**src/design/uer_pkg.sv**
```systemverilog
package uer_pkg;

	// default elapsed counter width
	localparam int COUNT_BITS_DEF = 16;

	// field widths
	localparam int TRIG_W   = 10;
	localparam int TOUT_W   = 16;
	localparam int PULSE_W  = 16;
	localparam int DIST_W   = 11;
	localparam int NSENS    = 3;
	localparam int SENS_W   = 2;
	localparam int S_DATA_W = 8;
	localparam int M_DATA_W = 40;

	// register map
	localparam int ADDR_W = 4;
	localparam logic [1:0] REG_TRIG_TICKS   = 2'd0;
	localparam logic [1:0] REG_RISE_TIMEOUT = 2'd1;
	localparam logic [1:0] REG_FIN_TIMEOUT  = 2'd2;

	// register reset values
	localparam logic [TRIG_W-1:0] TRIG_TICKS_RST   = 10'd10;
	localparam logic [TOUT_W-1:0] RISE_TIMEOUT_RST = 16'd3000;
	localparam logic [TOUT_W-1:0] FIN_TIMEOUT_RST  = 16'd6000;

	// input kinds carried on tuser
	localparam logic FUNC_TICK  = 1'b0;
	localparam logic FUNC_START = 1'b1;

	// highest sensor number in use
	localparam logic [SENS_W-1:0] SENSOR_MAX = 2'd2;

	// width/58 = (width>>1)/29 = ((width>>1) * ceil(2^21/29)) >> 21, exact below 2^15
	localparam int CM_DIV       = 58;
	localparam int DIV_SHIFT    = 21;
	localparam logic [16:0] DIV29_MUL = 17'd72316;

	typedef enum logic [1:0] {
		PH_IDLE = 2'd0,
		PH_RISE = 2'd1,
		PH_FALL = 2'd2
	} phase_t;

	// per-item result leaving the step stage
	typedef struct packed {
		logic [NSENS-1:0]   trigger_pins;
		logic               busy_res;
		logic               result_valid;
		logic               timed_out;
		logic [PULSE_W-1:0] pulse_us;
	} res_t;

endpackage

```
**src/design/ultrasonic_echo_ranger.sv**
```systemverilog
// An accepted beat goes through the input, result and output registers to m_tvalid.
// Throughput: one beat per cycle unless m_tready stalls the output; the ranging state (phase,
// counters, echo history) is updated in a single step stage, so consecutive ticks need no wait.
// The distance divide is a constant-reciprocal multiply in the output stage.
// Reset (arst_n low, asynchronous): idle, counters cleared, registers at 10/3000/6000,
// no result pending.
module ultrasonic_echo_ranger #(
	parameter int COUNT_BITS = uer_pkg::COUNT_BITS_DEF
) (
	input  logic                          clk,
	input  logic                          arst_n,
	// configuration
	input  logic                          psel,
	input  logic                          penable,
	input  logic                          pwrite,
	input  logic [uer_pkg::ADDR_W-1:0]    paddr,
	input  logic [31:0]                   pwdata,
	output logic [31:0]                   prdata,
	output logic                          pready,
	// input stream
	input  logic                          s_tvalid,
	output logic                          s_tready,
	input  logic [uer_pkg::S_DATA_W-1:0]  s_tdata,  // sensor[1:0], echo_levels[4:2], zero fill
	input  logic                          s_tuser,  // func
	// result stream
	output logic                          m_tvalid,
	input  logic                          m_tready,
	output logic [uer_pkg::M_DATA_W-1:0]  m_tdata   // trigger_pins[2:0], busy_res[3],
	                                                // result_valid[4], timed_out[5],
	                                                // pulse_us[21:6], distance_cm[32:22], zero fill
);
	import uer_pkg::*;

	localparam logic [COUNT_BITS-1:0] CNT_MAX = '1;

	// configuration registers
	logic [TRIG_W-1:0] trig_ticks_q;
	logic [TOUT_W-1:0] rise_timeout_q;
	logic [TOUT_W-1:0] fin_timeout_q;
	logic              cfg_wr;

	assign pready = 1'b1;
	assign cfg_wr = psel && penable && pwrite;

	always_ff @(posedge clk or negedge arst_n) begin
		if (!arst_n) begin
			trig_ticks_q   <= TRIG_TICKS_RST;
			rise_timeout_q <= RISE_TIMEOUT_RST;
			fin_timeout_q  <= FIN_TIMEOUT_RST;
		end else if (cfg_wr) begin
			unique case (paddr[3:2])
				REG_TRIG_TICKS:   trig_ticks_q   <= pwdata[TRIG_W-1:0];
				REG_RISE_TIMEOUT: rise_timeout_q <= pwdata[TOUT_W-1:0];
				REG_FIN_TIMEOUT:  fin_timeout_q  <= pwdata[TOUT_W-1:0];
				default: ;
			endcase
		end
	end

	always_comb begin
		unique case (paddr[3:2])
			REG_TRIG_TICKS:   prdata = 32'(trig_ticks_q);
			REG_RISE_TIMEOUT: prdata = 32'(rise_timeout_q);
			REG_FIN_TIMEOUT:  prdata = 32'(fin_timeout_q);
			default:          prdata = '0;
		endcase
	end

	// pipeline flow control
	logic valid_s1, valid_s2, m_tvalid_q;
	logic s2_load, out_load;

	assign out_load = valid_s2 && (!m_tvalid_q || m_tready);
	assign s2_load  = valid_s1 && (!valid_s2 || out_load);
	assign s_tready = !valid_s1 || s2_load;
	assign m_tvalid = m_tvalid_q;

	always_ff @(posedge clk or negedge arst_n) begin
		if (!arst_n) begin
			valid_s1   <= 1'b0;
			valid_s2   <= 1'b0;
			m_tvalid_q <= 1'b0;
		end else begin
			if (s_tready)
				valid_s1 <= s_tvalid;
			if (!valid_s2 || out_load)
				valid_s2 <= valid_s1;
			if (!m_tvalid_q || m_tready)
				m_tvalid_q <= valid_s2;
		end
	end

	// input register
	logic              func_s1;
	logic [SENS_W-1:0] sensor_s1;
	logic [NSENS-1:0]  echo_s1;

	always_ff @(posedge clk) begin
		if (s_tvalid && s_tready) begin
			func_s1   <= s_tuser;
			sensor_s1 <= s_tdata[SENS_W-1:0];
			echo_s1   <= s_tdata[SENS_W+NSENS-1:SENS_W];
		end
	end

	// ranging state
	phase_t            phase_q, phase_n;
	logic [COUNT_BITS-1:0] elapsed_q, elapsed_n;
	logic [TRIG_W-1:0] pulse_left_q, pulse_left_n;
	logic [COUNT_BITS-1:0] rise_stamp_q, rise_stamp_n;
	logic              seen_rise_q, seen_rise_n;
	logic [SENS_W-1:0] active_q, active_n;
	logic [NSENS-1:0]  last_echo_q;

	// step logic: one item against the current state
	logic [SENS_W-1:0]     sel;
	logic                  cur, prev, fin, tout;
	logic [COUNT_BITS-1:0] diff;
	logic [31:0]           diff32;
	logic [PULSE_W-1:0]    width;
	res_t                  res;

	always_comb begin
		phase_n      = phase_q;
		elapsed_n    = elapsed_q;
		pulse_left_n = pulse_left_q;
		rise_stamp_n = rise_stamp_q;
		seen_rise_n  = seen_rise_q;
		active_n     = active_q;
		fin          = 1'b0;
		tout         = 1'b0;
		width        = '0;
		sel          = (active_q > SENSOR_MAX) ? '0 : active_q;
		cur          = echo_s1[sel];
		prev         = last_echo_q[sel];
		diff         = '0;
		diff32       = '0;

		if (phase_q == PH_IDLE) begin
			if (func_s1 == FUNC_START && sensor_s1 <= SENSOR_MAX) begin
				phase_n      = PH_RISE;
				elapsed_n    = '0;
				pulse_left_n = trig_ticks_q;
				rise_stamp_n = '0;
				seen_rise_n  = 1'b0;
				active_n     = sensor_s1;
			end
		end else begin
			// tick advances the counters first
			if (func_s1 == FUNC_TICK) begin
				if (elapsed_q != CNT_MAX)
					elapsed_n = elapsed_q + 1'b1;
				if (pulse_left_q != '0)
					pulse_left_n = pulse_left_q - 1'b1;
			end
			// echo edge of the active sensor
			diff   = elapsed_n - rise_stamp_q;
			diff32 = 32'(diff);
			if (cur && !prev) begin
				rise_stamp_n = elapsed_n;
				seen_rise_n  = 1'b1;
				phase_n      = PH_FALL;
			end else if (!cur && prev && seen_rise_q) begin
				fin   = 1'b1;
				width = (diff32 > 32'h0000_FFFF) ? '1 : diff32[PULSE_W-1:0];
			end
			// timeout for the phase now in force; a fall wins
			if (!fin) begin
				if (phase_n == PH_RISE && 32'(elapsed_n) > 32'(rise_timeout_q))
					tout = 1'b1;
				else if (phase_n == PH_FALL && 32'(elapsed_n) > 32'(fin_timeout_q))
					tout = 1'b1;
			end
			if (fin || tout) begin
				phase_n      = PH_IDLE;
				seen_rise_n  = 1'b0;
				pulse_left_n = '0;
			end
		end

		res.trigger_pins = (phase_n != PH_IDLE && pulse_left_n != '0 && active_n <= SENSOR_MAX)
			? (NSENS'(1) << active_n) : '0;
		res.busy_res     = (phase_n != PH_IDLE);
		res.result_valid = fin || tout;
		res.timed_out    = tout;
		res.pulse_us     = width;
	end

	always_ff @(posedge clk or negedge arst_n) begin
		if (!arst_n) begin
			phase_q      <= PH_IDLE;
			elapsed_q    <= '0;
			pulse_left_q <= '0;
			rise_stamp_q <= '0;
			seen_rise_q  <= 1'b0;
			active_q     <= '0;
			last_echo_q  <= '0;
		end else if (s2_load) begin
			phase_q      <= phase_n;
			elapsed_q    <= elapsed_n;
			pulse_left_q <= pulse_left_n;
			rise_stamp_q <= rise_stamp_n;
			seen_rise_q  <= seen_rise_n;
			active_q     <= active_n;
			last_echo_q  <= echo_s1;
		end
	end

	// result register
	res_t res_s2;

	always_ff @(posedge clk) begin
		if (s2_load)
			res_s2 <= res;
	end

	// output stage: distance by reciprocal multiply
	logic [31:0]       dist_prod;
	logic [DIST_W-1:0] dist_cm;
	logic [M_DATA_W-1:0] m_tdata_q;

	assign dist_prod = 32'(res_s2.pulse_us[PULSE_W-1:1]) * 32'(DIV29_MUL);
	assign dist_cm   = dist_prod[DIV_SHIFT+DIST_W-1:DIV_SHIFT];

	always_ff @(posedge clk) begin
		if (out_load)
			m_tdata_q <= M_DATA_W'({dist_cm, res_s2.pulse_us, res_s2.timed_out,
				res_s2.result_valid, res_s2.busy_res, res_s2.trigger_pins});
	end

	assign m_tdata = m_tdata_q;

endmodule

```
**config.mk**
```make
export PLATFORM = sky130hd
export DESIGN_NAME = ultrasonic_echo_ranger
export DESIGN_NICKNAME = d
export VERILOG_FILES = /design/src/design/uer_pkg.sv /design/src/design/ultrasonic_echo_ranger.sv
export SDC_FILE = /design/constraint.sdc
export NUM_CORES = 1
export LEC_CHECK = 0
export BUFFER_PORTS_ARGS = -buffer_cell sky130_fd_sc_hd__buf_2
export CAP_MARGIN = 20
export CORE_MARGIN = 5
export CORE_UTILIZATION = 55
export DETAILED_ROUTE_END_ITERATION = 6
export GPL_ROUTABILITY_DRIVEN = 0
export GPL_TIMING_DRIVEN = 0
export PLACE_DENSITY_LB_ADDON = 0.25
export SYNTH_ARGS = -nofsm -noshare
export SYNTH_HDL_FRONTEND = slang
export SYNTH_SLANG_ARGS = --single-unit
```
**constraint.sdc**
```tcl
create_clock -name clk -period 6.2 [get_ports clk]
set_clock_uncertainty 0.1 [all_clocks]
set_input_delay 1.24 -clock clk [delete_from_list [all_inputs] [get_ports clk]]
set_output_delay 1.24 -clock clk [all_outputs]
set_load 0.1 [all_outputs]
```
== Word-level counts from Yosys, hierarchy flattened ==
Index checks and enable logic that the tools add are counted.
Word-level totals
  bits in registers: 156
  bits of input ports: 52
  output and inout port bits: 75
  logic and storage cells: 115
Cells by class
  $add $sub $neg: 3
  multipliers: 1
  magnitude comparators: 6
  eq/ne operators: 6
  shifts and indexed selects: 1
  muxes and demuxes: 38
  bitwise logic cells: 1
  reduce and logical (&&, ||, !) cells: 37
Operator list (number)
  $mux 16: 7
  $mux 10: 5
  $pmux 16 s3: 1
  $gt 16x16->1: 2
  $mul 15x15->30 const B: 1
  $reduce_bool 10->1: 2
  $add 16x1->16 const B: 1
  $mux 2: 8
  $ne 16x16->1 const B: 1
  $sub 16x16->16: 1
  $mux 1: 15
  $logic_and 1x1->1: 13
  $sub 10x1->10 const B: 1
  $reduce_and 2->1: 4
  $reduce_and 3->1: 2
  $logic_not 1->1: 5
  $logic_or 1x1->1: 5
  $bmux 1 s2: 2
  $eq 2x1->1 const B: 2
  $eq 2x2->1 const B: 2
  $le 2x2->1 const B: 2
  $logic_not 2->1: 2
  $reduce_bool 2->1: 2
  $lt 2x3->1 const B: 1
  other kinds (6): 6

== Logic depth before layout (Yosys ltp) ==
  depth after elaboration: 20
  depth in mapped cells: 21
  depth with buffers taken out: 20

== Least setup slack after synthesis ==
OpenSTA, ideal clock, no wires.
  kind: reg-to-reg
  start: register res_s2[13] in the netlist's numbering
  end: register m_tdata_q[32], in the netlist m_tdata[32] (data pin)
  setup time: 0.258 ns
  arrival time: 5.274 ns
  required time: 5.842 ns
  slack: 0.568 ns
  cell stages (with the launch flop): 19
  buffers on the path: 0
  clock period less this slack: 5.632 ns
  path through: edfxtp_1 -> fa_1 -> inv_1 -> fa_1 -> fa_1 -> inv_1 -> fa_1 -> fa_1 -> fa_1 -> ha_1 -> a21o_1 -> a21o_1 -> a211oi_1 -> o21ai_0 -> o211ai_1 -> a21oi_1 -> a211o_1 -> a21oi_1 -> xnor2_1
Between the ends
  cells in the longest elaborated chain, start to end: 1
Ends and longest elaborated chain
  start, declared: RTL line ultrasonic_echo_ranger.sv:210  | res_t res_s2;
  start signal, assigned: RTL line ultrasonic_echo_ranger.sv:214  | res_s2 <= res;
  $mul 15x15->30: RTL line ultrasonic_echo_ranger.sv:222  | assign dist_prod = 32'(res_s2.pulse_us[PULSE_W-1:1]) * 32'(DIV29_MUL);
  named net dist_prod[31]: RTL line ultrasonic_echo_ranger.sv:218  | logic [31:0] dist_prod;
  end signal, assigned: RTL line ultrasonic_echo_ranger.sv:227  | m_tdata_q <= M_DATA_W'({dist_cm, res_s2.pulse_us, res_s2.timed_out,
  end, declared: RTL line ultrasonic_echo_ranger.sv:220  | logic [M_DATA_W-1:0] m_tdata_q;
The timed path passes the listed nets, and every way through them passes these cells.
A chain may end at the register's enable or synchronous reset.

== Worst setup path after layout ==
  start: register res_s2[14] in the netlist's numbering
  end: register m_tdata_q[32], in the netlist m_tdata[32] (data pin)
The elaborated chain is that of the path after synthesis.

==> flow_metrics.env <==
export IMPL_synth_top_area_share=0.1598
export IMPL_drc=0
export IMPL_synth_area_um2=12530
export IMPL_crit_fanout=4
export IMPL_drv_slew=0
export IMPL_ff2ff_path_depth=19
export IMPL_ys_ff_latch=156
export IMPL_cpMaxStageDelayCell="fa_1"
export IMPL_hold_path_startpoint="res_s2[18]$_DFFE_PP_"
export IMPL_numClockSinks=156
export IMPL_finalCritPeriodShare=0.9616
export IMPL_drt_pass1_iter_count=5
export IMPL_pwr_share_clk=0.140
export IMPL_rows=55
export IMPL_antenna_cells=0
export IMPL_cts_htree_levels=4
export IMPL_grt_pass1_vias=9368
export IMPL_portBuffers=80
export IMPL_min_to="m_tdata[3]$_DFFE_PP_"
export IMPL_dp_slack_ns=-0.1094
export IMPL_ctsRootBufferMaster="clkbuf_16"
export IMPL_wire_per_inst_um=15.81
export IMPL_crit_type="reg2reg"
export IMPL_async_reset_ff_frac=0.6090
export IMPL_finalWirelength_mm=26.56
export IMPL_syn_inst=1249
export IMPL_cts_tree="built"
export IMPL_path_common_cell="fa_1"
export IMPL_powerDensity_nw_per_um2=515.3
export IMPL_die_w_um=160.9
export IMPL_rsz0062_at_grt="yes"
export IMPL_pin_count=127
export IMPL_finalHoldWorstSlack_ns=0.3174
export IMPL_fin_nets=1674
export IMPL_clock_path_buffers=2
export IMPL_cp_data_arrival_time_ns=6.04
export IMPL_drtIter0Drc=452
export IMPL_status="completed"
export IMPL_cellLeakagePower_nw=6.998
export IMPL_timing_rr_end="m_tdata[32]$_DFFE_PP_"
export IMPL_hold_depth=0
export IMPL_synth_edf_count=61
export IMPL_yosysWarningCount=0
export IMPL_fmax_ghz=0.1677
export IMPL_worst_ep_required_time_ns=6.28
export IMPL_cp_startpoint="res_s2[14]$_SDFFCE_PP0P_"
export IMPL_cts_clk_slew_worst_paths_ns=0.07
export IMPL_syn_avg_cell_area_um2=10.03
export IMPL_seqPwrFrac=0.214
export IMPL_num_vias=9045
export IMPL_crit_path_start_kind="flop"
export IMPL_design_area_um2=14090
export IMPL_end_kind="flop"
export IMPL_yosysMostFrequentCell="inv_1"
export IMPL_fin_util=0.6260
export IMPL_regArea_um2=4229
export IMPL_cap_violations=0
export IMPL_crit_path_max_incr_delay_ns=0.52
export IMPL_rr_startpoint="res_s2[14]$_SDFFCE_PP0P_"
export IMPL_slew_headroom=0.4274
export IMPL_power_frac_comb=0.646
export IMPL_grt_start_max_net_pins=60
export IMPL_postRouteAntennaNets=0
export IMPL_drive_above_1_share=0.1606
export IMPL_yosysSeqAreaShare=0.3376
export IMPL_swShare=0.4778
export IMPL_fin_ws_ns=0.2383
export IMPL_core_region_area_um2=22500
export IMPL_vias_per_cell=5.384
export IMPL_grt_antenna_before_repair=0
export IMPL_tightest_slew_ns=0.8557
export IMPL_intPower_w=0.003791
export IMPL_fillers=1834
export IMPL_start_util=0.5567
export IMPL_switchingPower_w=0.003468
export IMPL_place_area_um2=13410
export IMPL_gr_total_overflow=0
export IMPL_irDropWorstVdd_mv=0.3575
export IMPL_dp_hpwl_mm=21.02
export IMPL_die_area_um2=25900
export IMPL_synthTopCellsByCount="222 x inv_1, 160 x ha_1, 109 x nand2_1"
export IMPL_multi_input_area_um2=7293
export IMPL_die_h_um=160.9
export IMPL_clk_latency_ns=0.42
export IMPL_synth_ff_type="dfrtp_1"
export IMPL_finalSetupViolCount=0
export IMPL_synth_area_leaders="ha_1 16%, dfrtp_1 16%, edfxtp_1 15%, fa_1 13%, inv_1 6.7%"
export IMPL_hold_violations=0
export IMPL_finalCriticalPeriod_ns=5.962
export IMPL_critical_path_cell_chain="buf_4, fa_1, inv_1, fa_1, fa_1, inv_1, fa_1, fa_1, fa_1, ha_1, a21o_1, a21o_1, a211oi_2, o21ai_0, o211ai_1, a21oi_2, a211o_1, a21oi_2, xnor2_1"
export IMPL_synth_largest_area_cell="ha_1"
export IMPL_yosysUniqueCellTypes=67
export IMPL_hold_path_class="reg2reg"
export IMPL_cts_made_buffers=17
export IMPL_grtUsageTotal=0.2122
export IMPL_synthToLayoutAreaGrowth_pct=12.43
export IMPL_grt_pass1_wl_mm=44.95
export IMPL_reg2reg_slack_ns=0.24
-- power by group through the flow --
stage / registers [W] / clock network, W / logic [W]
detailed placement: 0.00158 / 0 / 0.00457
finish: 0.00155 / 0.00102 / 0.00469
global route: 0.00158 / 0.00108 / 0.00534
floorplan: 0.00189 / 0 / 0.00329
global placement: 0.00157 / 0 / 0.00444
CTS: 0.00155 / 0.00104 / 0.00465
-- through the flow --
| step | total power [W] | cells | TNS [ns] |
|---|---|---|---|
| detailed placement | 0.006151 | 1637 | -0.1136 |
| finish | 0.007259 | 1680 | 0 |
| floorplan | 0.005175 | 1271 | 0 |
| global route | 0.008009 | 1680 | -0.04899 |
| CTS | 0.007243 | 1678 | 0 |
| global placement | 0.006011 | 1636 | -0.03216 |
-- routing by layer --
| metal | up-vias | track usage | share of wire |
|---|---|---|---|
| li1 | 4442 | - | - |
| met1 | 4358 | 0.2693 | 0.43 |
| met2 | 191 | 0.3749 | 0.51 |
| met3 | 54 | 0.03259 | 0.038 |
| met4 | 0 | 0.06592 | 0.023 |
| met5 | - | 0 | 0 |
-- sequential cells by signal (all words and copies together), names as in the netlist --
| signal | count |
|---|---|
| active_q | 2 |
| fin_timeout_q | 16 |
| pulse_left_q | 10 |
| elapsed_q | 16 |
| trig_ticks_q | 10 |
| m_tvalid | 1 |
| rise_stamp_q | 16 |
| sensor_s1 | 2 |
| rise_timeout_q | 16 |
| res_s2 | 22 |
| valid_s1 | 1 |
| phase_q | 2 |
| func_s1 | 1 |
| last_echo_q | 3 |
| valid_s2 | 1 |
| echo_s1 | 3 |
| seen_rise_q | 1 |
| m_tdata | 33 |
-- worst max-delay path: cells and delay by family, from the launching register on --
family,cells,cell delay [ns]
buf+inv,3,0.29
compound gates,8,1.73
xor+xnor,1,0.07
flops,1,0.47
fa+ha+maj,7,3.07
-- area by class of cell --
type / instances / share of cell area
Timing Repair Buffer: 92 / 0.03642
Inverter: 222 / 0.05916
Buffer: 52 / 0.02070
Tap cell: 285 / 0.02532
Multi-Input combinational cell: 841 / 0.5178
Clock inverter: 11 / 0.007639
Sequential cell: 156 / 0.3002
Clock buffer: 21 / 0.03278
-- worst max path at each step --
stage / slack (ns) / endpoint / depth (start not counted)
floorplan: 0.57 / m_tdata[32]$_DFFE_PP_ / 18
global placement: -0.03 / m_tdata[32]$_DFFE_PP_ / 18
detailed placement: -0.11 / m_tdata[32]$_DFFE_PP_ / 18
CTS: 0.009 / m_tdata[32]$_DFFE_PP_ / 18
global route: -0.05 / m_tdata[32]$_DFFE_PP_ / 19
finish: 0.24 / m_tdata[32]$_DFFE_PP_ / 19
-- cell usage in the layout (no fill, tap or decap), types with 18 or more instances in the layout --
cell       netlist  final
a21oi_1         40     36
buf_2            4     83
buf_4           24     36
clkbuf_1        24     26
clkbuf_16        0     18
conb_1           2     24
dfrtp_1         79     79
edfxtp_1        61     61
fa_1            80     80
ha_1           160    160
inv_1          222    222
mux2_2          31     31
nand2_1        109    109
nand3_1         29     29
nor2_1          59     59
nor3_1          21     19
o21ai_0         86     85
xnor2_1         20     20
-- kinds of logic after synthesis --
kind of cell | synth area share
AO/OA/AOI/OAI | 0.1067
multiplexers | 0.04145
AND/OR/NAND/NOR | 0.1077
flip-flops | 0.3376
buffers and inverters | 0.08968
XOR/XNOR | 0.02876
other | 0.0005994
adder cells (fa/ha/maj) | 0.2876
-- repair_timing --
| action | CTS | global route |
|---|---|---|
| setup buffers | 9 | 2 |
| pin swaps | 0 | 1 |
| hold buffers | 0 | 0 |
| endpoints found under the setup margin | 3 | 7 |
| resized for setup | 0 | 8 |
| endpoints found under the hold margin | 0 | 0 |
(Power assumes the default switching activity.)
